`src/hw/rtl/fptcp_pkg.sv`:
```
// Shared types, constants and helpers for the framed pan/tilt command parser.
// Used by every module under hw/rtl; depends on nothing else.
package fptcp_pkg;

  // Default frame length, including the end-of-text slot.
  localparam int unsigned MAX_FRAME_BYTES_DEF = 32;
  // Depth of the command queue between the front and back parts.
  localparam int unsigned QUEUE_DEPTH = 4;

  // Register reset values.
  localparam logic [7:0] START_MARKER_RST = 8'd60;
  localparam logic [7:0] END_MARKER_RST   = 8'd62;
  localparam logic [7:0] SEPARATOR_RST    = 8'd44;
  localparam logic [15:0] PAN_RST  = 16'd140;
  localparam logic [15:0] TILT_RST = 16'd5;

  // Character codes used by the number parser.
  localparam logic [7:0] CH_NUL   = 8'd0;
  localparam logic [7:0] CH_TAB   = 8'd9;
  localparam logic [7:0] CH_CR    = 8'd13;
  localparam logic [7:0] CH_SPACE = 8'd32;
  localparam logic [7:0] CH_PLUS  = 8'd43;
  localparam logic [7:0] CH_MINUS = 8'd45;
  localparam logic [7:0] CH_ZERO  = 8'd48;
  localparam logic [7:0] CH_NINE  = 8'd57;

  // Magnitude limits: the count saturates at 2^15, positive values clip at 2^15-1.
  localparam logic [15:0] MAG_SAT = 16'd32768;
  localparam logic [15:0] POS_MAX = 16'd32767;

  // Number of tokens that carry an angle.
  localparam logic [1:0] TOKENS_USED = 2'd2;

  // Configuration register indexes.
  typedef enum logic [1:0] {
    CFG_START_MARKER = 2'd0,
    CFG_END_MARKER   = 2'd1,
    CFG_SEPARATOR    = 2'd2
  } cfg_idx_t;

  // Command kinds passed from the front to the back.
  typedef enum logic {
    OP_BYTE = 1'b0,
    OP_END  = 1'b1
  } op_kind_t;

  typedef struct packed {
    op_kind_t   kind;
    logic [7:0] data;
    logic       cut;
  } cmd_t;

  // Phase of the token being converted.
  typedef enum logic [2:0] {
    PH_BETWEEN = 3'd0,
    PH_SPACE   = 3'd1,
    PH_SIGN    = 3'd2,
    PH_DIGITS  = 3'd3,
    PH_DONE    = 3'd4
  } phase_t;

  function automatic logic is_space(input logic [7:0] c);
    return (c == CH_SPACE) || ((c >= CH_TAB) && (c <= CH_CR));
  endfunction

  function automatic logic is_digit(input logic [7:0] c);
    return (c >= CH_ZERO) && (c <= CH_NINE);
  endfunction

endpackage

```
`src/hw/rtl/framed_pan_tilt_command_parser_unit.sv`:
```
// A result is registered when its end command leaves the queue, behind any older commands.
// Throughput: one byte per cycle while the command queue has room; the front classifies
// a byte each cycle and the back carries out one queued command each cycle, stalling
// only while a result waits. Reset (rst_n low, synchronous): outside any frame, markers
// 60/62/44, pan 140, tilt 5, command queue and result register empty.
module framed_pan_tilt_command_parser_unit #(
  parameter int unsigned MAX_FRAME_BYTES = fptcp_pkg::MAX_FRAME_BYTES_DEF
) (
  input  logic               clk,
  input  logic               rst_n,
  input  logic               in_valid,
  output logic               in_ready,
  input  logic [7:0]         in_rx_byte,
  output logic               out_valid,
  input  logic               out_ready,
  output logic signed [15:0] out_pan_angle,
  output logic signed [15:0] out_tilt_angle,
  output logic               out_pan_updated,
  output logic               out_tilt_updated,
  output logic               out_truncated,
  input  logic               cfg_valid,
  output logic               cfg_ready,
  input  logic [1:0]         cfg_index,
  input  logic [7:0]         cfg_wdata
);

  logic [7:0]      start_marker_r, end_marker_r, separator_r;
  logic            take, push, pop, q_empty, q_full;
  fptcp_pkg::cmd_t push_cmd, head;

  // Configuration registers; writes are always taken.
  assign cfg_ready = 1'b1;

  always_ff @(posedge clk) begin
    if (!rst_n) begin
      start_marker_r <= fptcp_pkg::START_MARKER_RST;
      end_marker_r   <= fptcp_pkg::END_MARKER_RST;
      separator_r    <= fptcp_pkg::SEPARATOR_RST;
    end else if (cfg_valid) begin
      case (cfg_index)
        fptcp_pkg::CFG_START_MARKER: start_marker_r <= cfg_wdata;
        fptcp_pkg::CFG_END_MARKER:   end_marker_r   <= cfg_wdata;
        fptcp_pkg::CFG_SEPARATOR:    separator_r    <= cfg_wdata;
        default: begin
          start_marker_r <= start_marker_r;
        end
      endcase
    end
  end

  // A byte is taken whenever the queue has room for its command.
  assign in_ready = !q_full;
  assign take     = in_valid && in_ready;

  fptcp_front #(
    .MAX_FRAME_BYTES(MAX_FRAME_BYTES)
  ) u_front (
    .clk          (clk),
    .rst_n        (rst_n),
    .start_marker (start_marker_r),
    .end_marker   (end_marker_r),
    .take         (take),
    .rx_byte      (in_rx_byte),
    .push         (push),
    .cmd          (push_cmd)
  );

  fptcp_queue u_queue (
    .clk      (clk),
    .rst_n    (rst_n),
    .push     (push),
    .push_cmd (push_cmd),
    .pop      (pop),
    .head     (head),
    .empty    (q_empty),
    .full     (q_full)
  );

  fptcp_back u_back (
    .clk              (clk),
    .rst_n            (rst_n),
    .separator        (separator_r),
    .head             (head),
    .empty            (q_empty),
    .pop              (pop),
    .out_valid        (out_valid),
    .out_ready        (out_ready),
    .out_pan_angle    (out_pan_angle),
    .out_tilt_angle   (out_tilt_angle),
    .out_pan_updated  (out_pan_updated),
    .out_tilt_updated (out_tilt_updated),
    .out_truncated    (out_truncated)
  );

endmodule

```
`src/hw/rtl/fptcp_front.sv`:
```
// Front part: frame tracking and byte classification into commands.
// Depends on fptcp_pkg.
module fptcp_front #(
  parameter int unsigned MAX_FRAME_BYTES = fptcp_pkg::MAX_FRAME_BYTES_DEF
) (
  input  logic               clk,
  input  logic               rst_n,
  input  logic [7:0]         start_marker,
  input  logic [7:0]         end_marker,
  input  logic               take,
  input  logic [7:0]         rx_byte,
  output logic               push,
  output fptcp_pkg::cmd_t    cmd
);

  localparam int unsigned CntW    = $clog2(MAX_FRAME_BYTES);
  localparam int unsigned KeepMax = MAX_FRAME_BYTES - 1;

  logic            in_frame_r, in_frame_nxt;
  logic [CntW-1:0] kept_r, kept_nxt;
  logic            ended_r, ended_nxt;
  logic            cut_r, cut_nxt;

  // Classify each transferred byte and update the frame bookkeeping.
  always_comb begin
    in_frame_nxt = in_frame_r;
    kept_nxt     = kept_r;
    ended_nxt    = ended_r;
    cut_nxt      = cut_r;
    push         = 1'b0;
    cmd.kind     = fptcp_pkg::OP_BYTE;
    cmd.data     = rx_byte;
    cmd.cut      = cut_r;
    if (take) begin
      if (!in_frame_r) begin
        if (rx_byte == start_marker) begin
          in_frame_nxt = 1'b1;
          kept_nxt     = '0;
          ended_nxt    = 1'b0;
          cut_nxt      = 1'b0;
        end
      end else if (rx_byte == end_marker) begin
        in_frame_nxt = 1'b0;
        push         = 1'b1;
        cmd.kind     = fptcp_pkg::OP_END;
      end else if (kept_r < CntW'(KeepMax)) begin
        kept_nxt = kept_r + 1'b1;
        if (!ended_r) begin
          push = 1'b1;
          if (rx_byte == fptcp_pkg::CH_NUL) begin
            ended_nxt = 1'b1;
          end
        end
      end else begin
        cut_nxt = 1'b1;
      end
    end
  end

  always_ff @(posedge clk) begin
    if (!rst_n) begin
      in_frame_r <= 1'b0;
      kept_r     <= '0;
      ended_r    <= 1'b0;
      cut_r      <= 1'b0;
    end else begin
      in_frame_r <= in_frame_nxt;
      kept_r     <= kept_nxt;
      ended_r    <= ended_nxt;
      cut_r      <= cut_nxt;
    end
  end

endmodule

```
`src/hw/rtl/fptcp_queue.sv`:
```
// Short command queue between the front and back parts.
// Depends on fptcp_pkg.
module fptcp_queue (
  input  logic            clk,
  input  logic            rst_n,
  input  logic            push,
  input  fptcp_pkg::cmd_t push_cmd,
  input  logic            pop,
  output fptcp_pkg::cmd_t head,
  output logic            empty,
  output logic            full
);

  localparam int unsigned Depth = fptcp_pkg::QUEUE_DEPTH;
  localparam int unsigned PtrW  = $clog2(Depth);
  localparam int unsigned CntW  = $clog2(Depth + 1);

  fptcp_pkg::cmd_t slot_r [Depth];
  logic [PtrW-1:0] wr_ptr_r, rd_ptr_r;
  logic [CntW-1:0] count_r;

  assign empty = (count_r == '0);
  assign full  = (count_r == CntW'(Depth));
  assign head  = slot_r[rd_ptr_r];

  // Entry storage; no reset needed for payload.
  always_ff @(posedge clk) begin
    if (push) begin
      slot_r[wr_ptr_r] <= push_cmd;
    end
  end

  // Pointers and fill count.
  always_ff @(posedge clk) begin
    if (!rst_n) begin
      wr_ptr_r <= '0;
      rd_ptr_r <= '0;
      count_r  <= '0;
    end else begin
      if (push) begin
        wr_ptr_r <= (wr_ptr_r == PtrW'(Depth - 1)) ? '0 : wr_ptr_r + 1'b1;
      end
      if (pop) begin
        rd_ptr_r <= (rd_ptr_r == PtrW'(Depth - 1)) ? '0 : rd_ptr_r + 1'b1;
      end
      case ({push, pop})
        2'b10:   count_r <= count_r + 1'b1;
        2'b01:   count_r <= count_r - 1'b1;
        default: count_r <= count_r;
      endcase
    end
  end

  // The fill count never passes the depth, and the back never reads an empty queue.
  a_count_bound: assert property (@(posedge clk) disable iff (!rst_n)
    count_r <= CntW'(Depth))
    else $error("command queue fill count above depth");
  a_no_underflow: assert property (@(posedge clk) disable iff (!rst_n)
    pop |-> !empty)
    else $error("command queue popped while empty");

endmodule

```
`src/hw/rtl/fptcp_back.sv`:
```
// Back part: token conversion, angle registers and the result register.
// Depends on fptcp_pkg.
module fptcp_back (
  input  logic                clk,
  input  logic                rst_n,
  input  logic [7:0]          separator,
  input  fptcp_pkg::cmd_t     head,
  input  logic                empty,
  output logic                pop,
  output logic                out_valid,
  input  logic                out_ready,
  output logic signed [15:0]  out_pan_angle,
  output logic signed [15:0]  out_tilt_angle,
  output logic                out_pan_updated,
  output logic                out_tilt_updated,
  output logic                out_truncated
);

  fptcp_pkg::phase_t ph_r, ph_nxt, ph_eff;
  logic [1:0]        idx_r, idx_nxt;
  logic              neg_r, neg_nxt;
  logic [15:0]       mag_r, mag_nxt;
  logic [15:0]       pan_r, pan_nxt, tilt_r, tilt_nxt;
  logic              pan_set_r, pan_set_nxt, tilt_set_r, tilt_set_nxt;
  logic              out_valid_r, out_valid_nxt;
  logic [15:0]       out_pan_r, out_pan_nxt, out_tilt_r, out_tilt_nxt;
  logic              out_pu_r, out_pu_nxt, out_tu_r, out_tu_nxt, out_cut_r, out_cut_nxt;
  logic              load_out;

  logic              fin_apply, do_fin, closes;
  logic [15:0]       fin_val;
  logic [19:0]       mag_mul;
  logic [15:0]       mag_step;
  logic [7:0]        c;

  assign c = head.data;

  // A result leaves the queue only when the result register can take it.
  assign pop = !empty && ((head.kind == fptcp_pkg::OP_BYTE) || !out_valid_r || out_ready);

  // Value of the current token if it were closed now.
  always_comb begin
    fin_apply = (ph_r != fptcp_pkg::PH_BETWEEN) && (idx_r < fptcp_pkg::TOKENS_USED);
    if (neg_r) begin
      fin_val = 16'd0 - mag_r;
    end else begin
      fin_val = (mag_r > fptcp_pkg::POS_MAX) ? fptcp_pkg::POS_MAX : mag_r;
    end
  end

  // Decimal accumulate step with saturation.
  always_comb begin
    mag_mul  = ({4'd0, mag_r} << 3) + ({4'd0, mag_r} << 1)
             + {12'd0, 4'(c - fptcp_pkg::CH_ZERO)};
    mag_step = (mag_mul > {4'd0, fptcp_pkg::MAG_SAT}) ? fptcp_pkg::MAG_SAT : mag_mul[15:0];
  end

  // Carry out one command.
  always_comb begin
    ph_nxt       = ph_r;
    idx_nxt      = idx_r;
    neg_nxt      = neg_r;
    mag_nxt      = mag_r;
    pan_nxt      = pan_r;
    tilt_nxt     = tilt_r;
    pan_set_nxt  = pan_set_r;
    tilt_set_nxt = tilt_set_r;
    out_pan_nxt  = out_pan_r;
    out_tilt_nxt = out_tilt_r;
    out_pu_nxt   = out_pu_r;
    out_tu_nxt   = out_tu_r;
    out_cut_nxt  = out_cut_r;
    load_out     = 1'b0;
    ph_eff       = (ph_r == fptcp_pkg::PH_BETWEEN) ? fptcp_pkg::PH_SPACE : ph_r;

    closes = (head.kind == fptcp_pkg::OP_END) || (c == fptcp_pkg::CH_NUL) || (c == separator);
    do_fin = pop && closes && fin_apply;

    // Close the current token into its angle.
    if (do_fin) begin
      if (idx_r == 2'd0) begin
        pan_nxt     = fin_val;
        pan_set_nxt = 1'b1;
      end else begin
        tilt_nxt     = fin_val;
        tilt_set_nxt = 1'b1;
      end
      idx_nxt = idx_r + 1'b1;
      ph_nxt  = fptcp_pkg::PH_BETWEEN;
      neg_nxt = 1'b0;
      mag_nxt = '0;
    end

    if (pop) begin
      case (head.kind)
        fptcp_pkg::OP_END: begin
          load_out     = 1'b1;
          out_pan_nxt  = pan_nxt;
          out_tilt_nxt = tilt_nxt;
          out_pu_nxt   = pan_set_nxt;
          out_tu_nxt   = tilt_set_nxt;
          out_cut_nxt  = head.cut;
          // The next frame starts from a clean token state.
          idx_nxt      = '0;
          ph_nxt       = fptcp_pkg::PH_BETWEEN;
          neg_nxt      = 1'b0;
          mag_nxt      = '0;
          pan_set_nxt  = 1'b0;
          tilt_set_nxt = 1'b0;
        end
        fptcp_pkg::OP_BYTE: begin
          if (!closes && (idx_r < fptcp_pkg::TOKENS_USED)) begin
            case (ph_eff)
              fptcp_pkg::PH_SPACE: begin
                ph_nxt = ph_eff;
                if (fptcp_pkg::is_space(c)) begin
                  ph_nxt = fptcp_pkg::PH_SPACE;
                end else if ((c == fptcp_pkg::CH_PLUS) || (c == fptcp_pkg::CH_MINUS)) begin
                  neg_nxt = (c == fptcp_pkg::CH_MINUS);
                  ph_nxt  = fptcp_pkg::PH_SIGN;
                end else if (!fptcp_pkg::is_digit(c)) begin
                  ph_nxt = fptcp_pkg::PH_DONE;
                end else begin
                  ph_nxt  = fptcp_pkg::PH_DIGITS;
                  mag_nxt = {12'd0, 4'(c - fptcp_pkg::CH_ZERO)};
                end
              end
              fptcp_pkg::PH_SIGN, fptcp_pkg::PH_DIGITS: begin
                if (!fptcp_pkg::is_digit(c)) begin
                  ph_nxt = fptcp_pkg::PH_DONE;
                end else begin
                  ph_nxt  = fptcp_pkg::PH_DIGITS;
                  mag_nxt = mag_step;
                end
              end
              default: begin
                ph_nxt = ph_r;
              end
            endcase
          end
        end
        default: begin
          load_out = 1'b0;
        end
      endcase
    end

    // Result register: held until the downstream side takes it.
    if (load_out) begin
      out_valid_nxt = 1'b1;
    end else if (out_ready) begin
      out_valid_nxt = 1'b0;
    end else begin
      out_valid_nxt = out_valid_r;
    end
  end

  always_ff @(posedge clk) begin
    if (!rst_n) begin
      ph_r        <= fptcp_pkg::PH_BETWEEN;
      idx_r       <= '0;
      neg_r       <= 1'b0;
      mag_r       <= '0;
      pan_r       <= fptcp_pkg::PAN_RST;
      tilt_r      <= fptcp_pkg::TILT_RST;
      pan_set_r   <= 1'b0;
      tilt_set_r  <= 1'b0;
      out_valid_r <= 1'b0;
    end else begin
      ph_r        <= ph_nxt;
      idx_r       <= idx_nxt;
      neg_r       <= neg_nxt;
      mag_r       <= mag_nxt;
      pan_r       <= pan_nxt;
      tilt_r      <= tilt_nxt;
      pan_set_r   <= pan_set_nxt;
      tilt_set_r  <= tilt_set_nxt;
      out_valid_r <= out_valid_nxt;
    end
  end

  // Result payload.
  always_ff @(posedge clk) begin
    out_pan_r  <= out_pan_nxt;
    out_tilt_r <= out_tilt_nxt;
    out_pu_r   <= out_pu_nxt;
    out_tu_r   <= out_tu_nxt;
    out_cut_r  <= out_cut_nxt;
  end

  assign out_valid        = out_valid_r;
  assign out_pan_angle    = out_pan_r;
  assign out_tilt_angle   = out_tilt_r;
  assign out_pan_updated  = out_pu_r;
  assign out_tilt_updated = out_tu_r;
  assign out_truncated    = out_cut_r;

  // An end command always shows up as a result in the next cycle.
  a_end_gives_result: assert property (@(posedge clk) disable iff (!rst_n)
    (pop && (head.kind == fptcp_pkg::OP_END)) |=> out_valid)
    else $error("end command did not produce a result");
  // Once both tokens are taken, no further token is opened.
  a_idle_after_two: assert property (@(posedge clk) disable iff (!rst_n)
    (idx_r == fptcp_pkg::TOKENS_USED) |-> (ph_r == fptcp_pkg::PH_BETWEEN))
    else $error("token opened after the second one");
  // The magnitude never passes its saturation point, and the token index never passes the tokens used.
  a_mag_bound: assert property (@(posedge clk) disable iff (!rst_n)
    (mag_r <= fptcp_pkg::MAG_SAT) && (idx_r <= fptcp_pkg::TOKENS_USED))
    else $error("token magnitude or index out of range");

endmodule
```
`config.mk`:
```
export PLATFORM = sky130hd
export DESIGN_NAME = framed_pan_tilt_command_parser_unit
export DESIGN_NICKNAME = d
export VERILOG_FILES = /design/src/hw/rtl/fptcp_pkg.sv /design/src/hw/rtl/framed_pan_tilt_command_parser_unit.sv /design/src/hw/rtl/fptcp_front.sv /design/src/hw/rtl/fptcp_queue.sv /design/src/hw/rtl/fptcp_back.sv
export SDC_FILE = /design/constraint.sdc
export NUM_CORES = 1
export LEC_CHECK = 0
export ABC_AREA = 1
export BUFFER_PORTS_ARGS = -buffer_cell sky130_fd_sc_hd__buf_2
export CORE_MARGIN = 2
export CORE_UTILIZATION = 50
export CTS_BUF_LIST = sky130_fd_sc_hd__clkbuf_2 sky130_fd_sc_hd__clkbuf_4 sky130_fd_sc_hd__clkbuf_8
export CTS_CLUSTER_SIZE = 12
export DETAILED_ROUTE_END_ITERATION = 16
export PLACE_DENSITY = 0.68
export SLEW_MARGIN = 20
export SYNTH_ARGS = -nofsm -noshare
export SYNTH_HDL_FRONTEND = slang
export SYNTH_SLANG_ARGS = --single-unit
```
`constraint.sdc`:
```
create_clock -name clk -period 3.99 [get_ports clk]
set_input_delay 0.798 -clock clk [delete_from_list [all_inputs] [get_ports clk]]
set_output_delay 0.798 -clock clk [all_outputs]
set_load 0.01 [all_outputs]
```
Word level (Yosys, flattened, before mapping)
Memory sizes are Yosys's and may differ from the RTL's. A register that Yosys moved wholly into a read port is not among the register bits.
Cells that the tools add are included.
{"block": "totals", "regBits": 131, "latch_bits": 0, "mem_bits_rw": 40, "romBits": 0, "out_inout_bits": 38, "elab_cells": 177, "mem_count": 1}
{"memory": "u_queue.slot_r", "words": 4, "word_bits": 10, "read_ports": 1, "rd_clocked_by_memory_dff": 1, "wr": 1, "line_no": "fptcp_queue.sv:18", "rtl": "fptcp_pkg::cmd_t slot_r [Depth];"}
{"block": "classes", "add_sub_neg": 10, "n_mul": 0, "div_mod_pow": 0, "n_lt_le_gt_ge": 8, "eq_ne": 20, "n_shift": 0, "mux": 78, "bitwise": 1, "reduce_logical": 35}
{"cell": "16-bit two-way mux", "n": 14}
{"cell": "16-bit one-hot mux with 2 select lines", "n": 2}
{"cell": "1-bit two-way mux", "n": 40}
{"cell": "8-bit by 6-bit equality test with 1-bit output, second input constant", "n": 3}
{"cell": "8-bit equality test", "n": 3}
{"cell": "3-bit two-way mux", "n": 7}
{"cell": "19-bit by 17-bit adder with 20-bit output", "n": 1}
{"cell": "20-bit by 4-bit adder with 20-bit output", "n": 1}
{"cell": "20-bit by 16-bit > comparator with 1-bit output, second input constant", "n": 1}
{"cell": "5-bit two-way mux", "n": 4}
{"cell": "3-bit one-hot mux with 2 select lines", "n": 3}
{"cell": "16-bit by 15-bit > comparator with 1-bit output, second input constant", "n": 1}
{"cell": "8-bit zero test", "n": 2}
{"cell": "1-bit by 16-bit subtractor with 16-bit output, first input constant", "n": 1}
{"cell": "2-bit two-way mux", "n": 7}
{"cell": "2-bit equality test, second input constant", "n": 4}
{"cell": "8-bit by 4-bit >= comparator with 1-bit output, second input constant", "n": 1}
{"cell": "8-bit by 6-bit >= comparator with 1-bit output, second input constant", "n": 1}
{"cell": "8-bit by 4-bit <= comparator with 1-bit output, second input constant", "n": 1}
{"cell": "8-bit by 6-bit <= comparator with 1-bit output, second input constant", "n": 1}
{"cell": "1-bit logical AND", "n": 8}
{"cell": "2-bit AND reduction", "n": 4}
{"cell": "4-bit AND reduction", "n": 2}
{"cell": "2-bit by 1-bit adder with 2-bit output, second input constant", "n": 3}
{"cell": "21 further kinds", "n": 37}

Depth between registers and ports, before layout
{"block": "depth", "ltp_word": 14, "ltp_mapped": 27, "ltp_nobuf": 26}

Cells and area by module
A second synthesis with hierarchy kept.
{"block": "unflattened", "cells_unflattened": 1302, "hier_area_um2": 9892.0}
{"mod": "fptcp_back", "n_inst": 1, "cells_per_inst": 838, "area_each_um2": 5978.2, "seq_area_each_um2": 2192.1}
{"mod": "fptcp_queue", "n_inst": 1, "cells_per_inst": 157, "area_each_um2": 1981.9, "seq_area_each_um2": 1381.3}
{"mod": "framed_pan_tilt_command_parser_unit", "n_inst": 1, "cells_per_inst": 139, "area_each_um2": 1012.2, "seq_area_each_um2": 480.5}
{"mod": "fptcp_front", "n_inst": 1, "cells_per_inst": 168, "area_each_um2": 919.6, "seq_area_each_um2": 160.2}

Least setup slack after synthesis
OpenSTA, ideal clock, no wires.
{"block": "synth_path", "kind": "input -> register", "start": "input out_ready", "end": "register u_back.mag_r[10]", "setup_ps": 132, "arrival_ps": 3130, "t_required_ps": 3858, "path_slack_ps": 727, "path_stages": 7, "path_buffers": 0, "cell_sequence": "inv_1 > nand2_1 > o22ai_2 > nor2_1 > nor2_2 > nand3_1 > a21oi_1"}
{"block": "synth_between", "elab_chain_len": 12, "elab_cells_between_ends": 13}
{"element": "from (decl)", "line_no": "framed_pan_tilt_command_parser_unit.sv:15", "rtl": "input logic out_ready,"}
{"element": "1-bit logical OR (*)", "line_no": "fptcp_back.sv:39", "rtl": "assign pop = !empty && ((head.kind == fptcp_pkg::OP_BYTE) || !out_valid_r || out_ready);"}
{"element": "1-bit logical AND (*)", "line_no": "fptcp_back.sv:39"}
{"element": "1-bit logical AND (2 in series)", "line_no": "fptcp_back.sv:77", "rtl": "do_fin = pop && closes && fin_apply;"}
{"element": "16-bit two-way mux", "line_no": "fptcp_back.sv:80", "rtl": "if (do_fin) begin"}
{"element": "16-bit two-way mux", "line_no": "fptcp_back.sv:121", "rtl": "end else if (!fptcp_pkg::is_digit(c)) begin"}
{"element": "16-bit two-way mux", "line_no": "fptcp_back.sv:118", "rtl": "end else if ((c == fptcp_pkg::CH_PLUS) || (c == fptcp_pkg::CH_MINUS)) begin"}
{"element": "16-bit two-way mux", "line_no": "fptcp_back.sv:116", "rtl": "if (fptcp_pkg::is_space(c)) begin"}
{"element": "16-bit one-hot mux with 2 select lines", "line_no": "fptcp_back.sv:113", "rtl": "case (ph_eff)"}
{"element": "16-bit two-way mux", "line_no": "fptcp_back.sv:112", "rtl": "if (!closes && (idx_r < fptcp_pkg::TOKENS_USED)) begin"}
{"element": "16-bit one-hot mux with 2 select lines", "line_no": "fptcp_back.sv:95", "rtl": "case (head.kind)"}
{"element": "16-bit two-way mux (*)", "line_no": "fptcp_back.sv:94", "rtl": "if (pop) begin"}
{"element": "to (signal assigned)", "line_no": "fptcp_back.sv:173", "rtl": "mag_r <= mag_nxt;"}
{"element": "to (decl)", "line_no": "fptcp_back.sv:22", "rtl": "logic [15:0] mag_r, mag_nxt;"}
Every way passes the cells marked *; elsewhere a longest branch is shown, timed or not.
A chain may end at the register's enable or synchronous reset.

==> impl_metrics.ini <==
[status]
outcome = finished, violations left
violations = DRC

[routing]
drt-vias-per-instance = 5.156
routedWlPerCell_um = 14.03
ant_nets = 0
drc = 2
first_pass_iters = 12
drt-initial-drc-count = 450
via_count = 7687
wl_mm = 20.91

[clock_tree]
hold_buffers = 0
post_cts_buffers = 0
cts_buffer_depth = 2
root_buffer = clkbuf_8
clk_latency_ns = 0.47
numCtsBuffers = 17
h-tree-depth = 4
clk_pin_slew_ns = 0.09
cts_tree = done
cts_resized = 0
cts_sinks = 173

[cells_and_area]
area_delta_synth_final_pct = 9.554
final_nets = 1317
fillers = 1713
fin_util = 0.5608
layout-drive-gt1-share = 0.1323
final_cells = 1491
diodes = 0

[power_and_ir_drop]
p_int_w = 0.003235
power.switching_w = 0.001948
cellPowerDensity_nw_per_um2 = 511.0
p_leak_nw = 4.629
power_frac_comb = 0.336
switching_share = 0.3759
irDropWorstVdd_mv = 0.3346
power_frac_seq = 0.449
clkPwrFrac = 0.215

[sta]
period_minus_slack_ns = 3.657
fin_crit_sh = 0.9166
hold_viol = 0
worst_pin_slew_ns = 0.9511
clock_skew_ns = 0.008819
finalSetupViolCount = 0
maxSlewViolCount = 0
fmax_mhz = 273.4
tns_ns = 0
maxSlewHeadroom = 0.3630
timing.hold.ws_ns = 0.4590

[worst_setup_path]
end_kind = flip-flop
critPathKind = flip-flop to flip-flop
r2r_slack_ns = 0.33
crit_fanout = 10
reg2reg_depth = 23
path_cells = inv_2 -> nand3_1 -> nand2_2 -> inv_1 -> ha_1 -> ha_1 -> inv_1 -> fa_1 -> inv_1 -> nand2_1 -> nand2_1 -> nand3_1 -> nand2_1 -> nand3_1 -> nand2_1 -> nand2_1 -> nand2_1 -> nand2_1 -> nor2_2 -> nand3_2 -> clkinvlp_4 -> nand3_1 -> a21oi_1
required_ns = 4.40
crit_top_cell = nand2_1
crit_path_top_delay_cell = fa_1
cpPeakStageDelay_ns = 0.41
regToRegEndpoint = u_back.mag_r[12]
start_kind = flip-flop
crit_end = u_back.mag_r[12]
arrival_ns = 4.06

[worst_hold_path]
hold_path.class = flip-flop to flip-flop

[global_route]
antenna_found_initial = 0
grt_pass1_wl_mm = 34.88
grtUsageTotal = 0.2211
grt-ovfl-total = 0
grt_max_degree = 50
grt_pass1_vias = 7190

[synth]
ys_seq_area_frac = 0.4551
yosysUniqueCellTypes = 43
syn_area_per_cell_um2 = 7.800
synth_area_um2 = 9259
ys_ff_latch = 173
syn_nets = 1254
yosysWarnings = 0
synthCells = 1187

[die]
die_width_um = 140.1
initial_core_util = 0.5119
std_cell_rows = 49
io_pins = 61
dieArea_um2 = 19620
core_area_um2 = 18090
dieHeight_um = 140.1

[flow_run]
maxCapViolCount = 0

[placement]
dp.cells = 1459
gp_congestion = 0.9016
place_hpwl_mm = 15.39
portBuffers = 59
## per-stage QoR
stage / instance area [um2] / worst slack [ns] / total power (W)
floorplan: 9259 / 0.7272 / 0.003621
global placement: 9777 / 0.3871 / 0.004071
detailed placement: 9777 / 0.2439 / 0.004107
CTS: 10120 / 0.2196 / 0.005214
global route: 10140 / -0.005993 / 0.005543
finish: 10140 / 0.3328 / 0.005183
## state kept, by name, summed over array words and instances, names as in the netlist, 2 cells and up, named ones only
| signal | flops |
|---|---|
| u_queue.slot_r | 40 |
| u_back.mag_r | 16 |
| u_back.out_pan_angle | 16 |
| u_back.out_tilt_angle | 16 |
| u_back.pan_r | 16 |
| u_back.tilt_r | 16 |
| end_marker_r | 8 |
| separator_r | 8 |
| start_marker_r | 8 |
| u_front.kept_r | 5 |
| u_back.ph_r | 3 |
| u_queue.count_r | 3 |
| u_back.idx_r | 2 |
| u_queue.rd_ptr_r | 2 |
| u_queue.wr_ptr_r | 2 |
## Yosys cell counts (all sizes together)
master | number | area, um2
nand2 | 274 | 1049
inv | 187 | 701.9
nor2 | 126 | 513.0
nand3 | 100 | 515.5
dfxtp | 98 | 1962
a21oi | 82 | 451.7
edfxtp | 75 | 2252
o21ai | 57 | 285.3
ha | 41 | 513.0
or2 | 27 | 168.9
nand4 | 23 | 143.9
buf | 13 | 97.59
clkbuf | 13 | 48.80
xor2 | 12 | 105.1
nor3 | 8 | 40.04
o211ai | 8 | 60.06
xnor2 | 8 | 70.07
nand3b | 7 | 52.55
nor4 | 7 | 43.79
a31oi | 3 | 18.77
fa | 3 | 60.06
clkinv | 2 | 7.510
nor3b | 2 | 15.01
o21a | 2 | 15.01
o22ai | 2 | 18.77
o31ai | 2 | 15.01
a211oi | 1 | 7.510
and3 | 1 | 6.260
conb | 1 | 3.750
o211a | 1 | 10.01
o21bai | 1 | 7.510
## how the worst min path moves through the flow
stage / from / to / slack, ns / cells after the start
final: u_back.tilt_set_r / u_back.tilt_set_r / 0.46 / 2
after detailed placement: u_queue.count_r[0] / u_queue.count_r[0] / 0.44 / 1
after global placement: u_queue.count_r[0] / u_queue.count_r[0] / 0.44 / 1
after CTS: u_queue.count_r[0] / u_queue.count_r[0] / 0.46 / 1
after global routing: u_back.tilt_set_r / u_back.tilt_set_r / 0.48 / 2
after floorplan: u_queue.count_r[0] / u_queue.count_r[0] / 0.42 / 1
## routing by layer
layer | global-route usage | vias up | wire, um
li1 | - | 3984 | -
met1 | 0.2992 | 3471 | 9959
met2 | 0.3560 | 192 | 9553
met3 | 0.04103 | 40 | 887
met4 | 0.08240 | 0 | 512
met5 | 0 | - | 0
## worst max-delay path: cells and delay by family, from the launching register on
| kind | cells | cell delay (ns) |
|---|---|---|
| AO/OA/AOI/OAI | 1 | 0.18 |
| AND/OR/NAND/NOR | 14 | 1.43 |
| flip-flops | 1 | 0.40 |
| buffers and inverters | 5 | 0.67 |
| adder cells (fa/ha/maj) | 3 | 0.91 |
## layout by cell type, fill, tap and decap left out, types with 41 or more instances in the layout
| cell | instances |
|---|---|
| nand3_1 | 96 |
| edfxtp_1 | 75 |
| ha_1 | 41 |
| nand2_1 | 270 |
| nor2_1 | 119 |
| o21ai_0 | 54 |
| inv_1 | 171 |
| dfxtp_1 | 98 |
| buf_2 | 59 |
| a21oi_1 | 71 |
## area by class of cell
| class | count | area [um2] | area share |
|---|---|---|---|
| flip-flops and latches | 173 | 4214 | 0.4154 |
| multi-input cells | 799 | 4204 | 0.4145 |
| inverters | 189 | 713.2 | 0.07031 |
| repair buffers | 69 | 370.4 | 0.03651 |
| well taps | 229 | 286.5 | 0.02825 |
| clock buffers | 18 | 241.5 | 0.02381 |
| clock inverters | 13 | 106.4 | 0.01048 |
| repair inverters | 1 | 7.507 | 0.0007401 |
## power by group through the flow
stage,logic (W),registers (W),clock network [W]
after floorplan,0.00115,0.00247,0
final,0.00174,0.00233,0.00111
after global routing,0.00197,0.00236,0.00121
after detailed placement,0.00174,0.00237,0
after global placement,0.00171,0.00236,0
after CTS,0.00175,0.00233,0.00113
## kinds of logic (layout without fill, tap and decap cells)
kind of cell,after synthesis,count (layout),synth area share
AOI/OAI and AO/OA,159,159,0.09608
and+or+nand+nor,575,575,0.2751
DFF,173,173,0.4551
other,1,1,0.0004050
buffers and inverters,215,290,0.09243
adders and majority gates,44,44,0.06189
xor gates and xnor gates,20,20,0.01892
(Power assumes the default switching activity.)
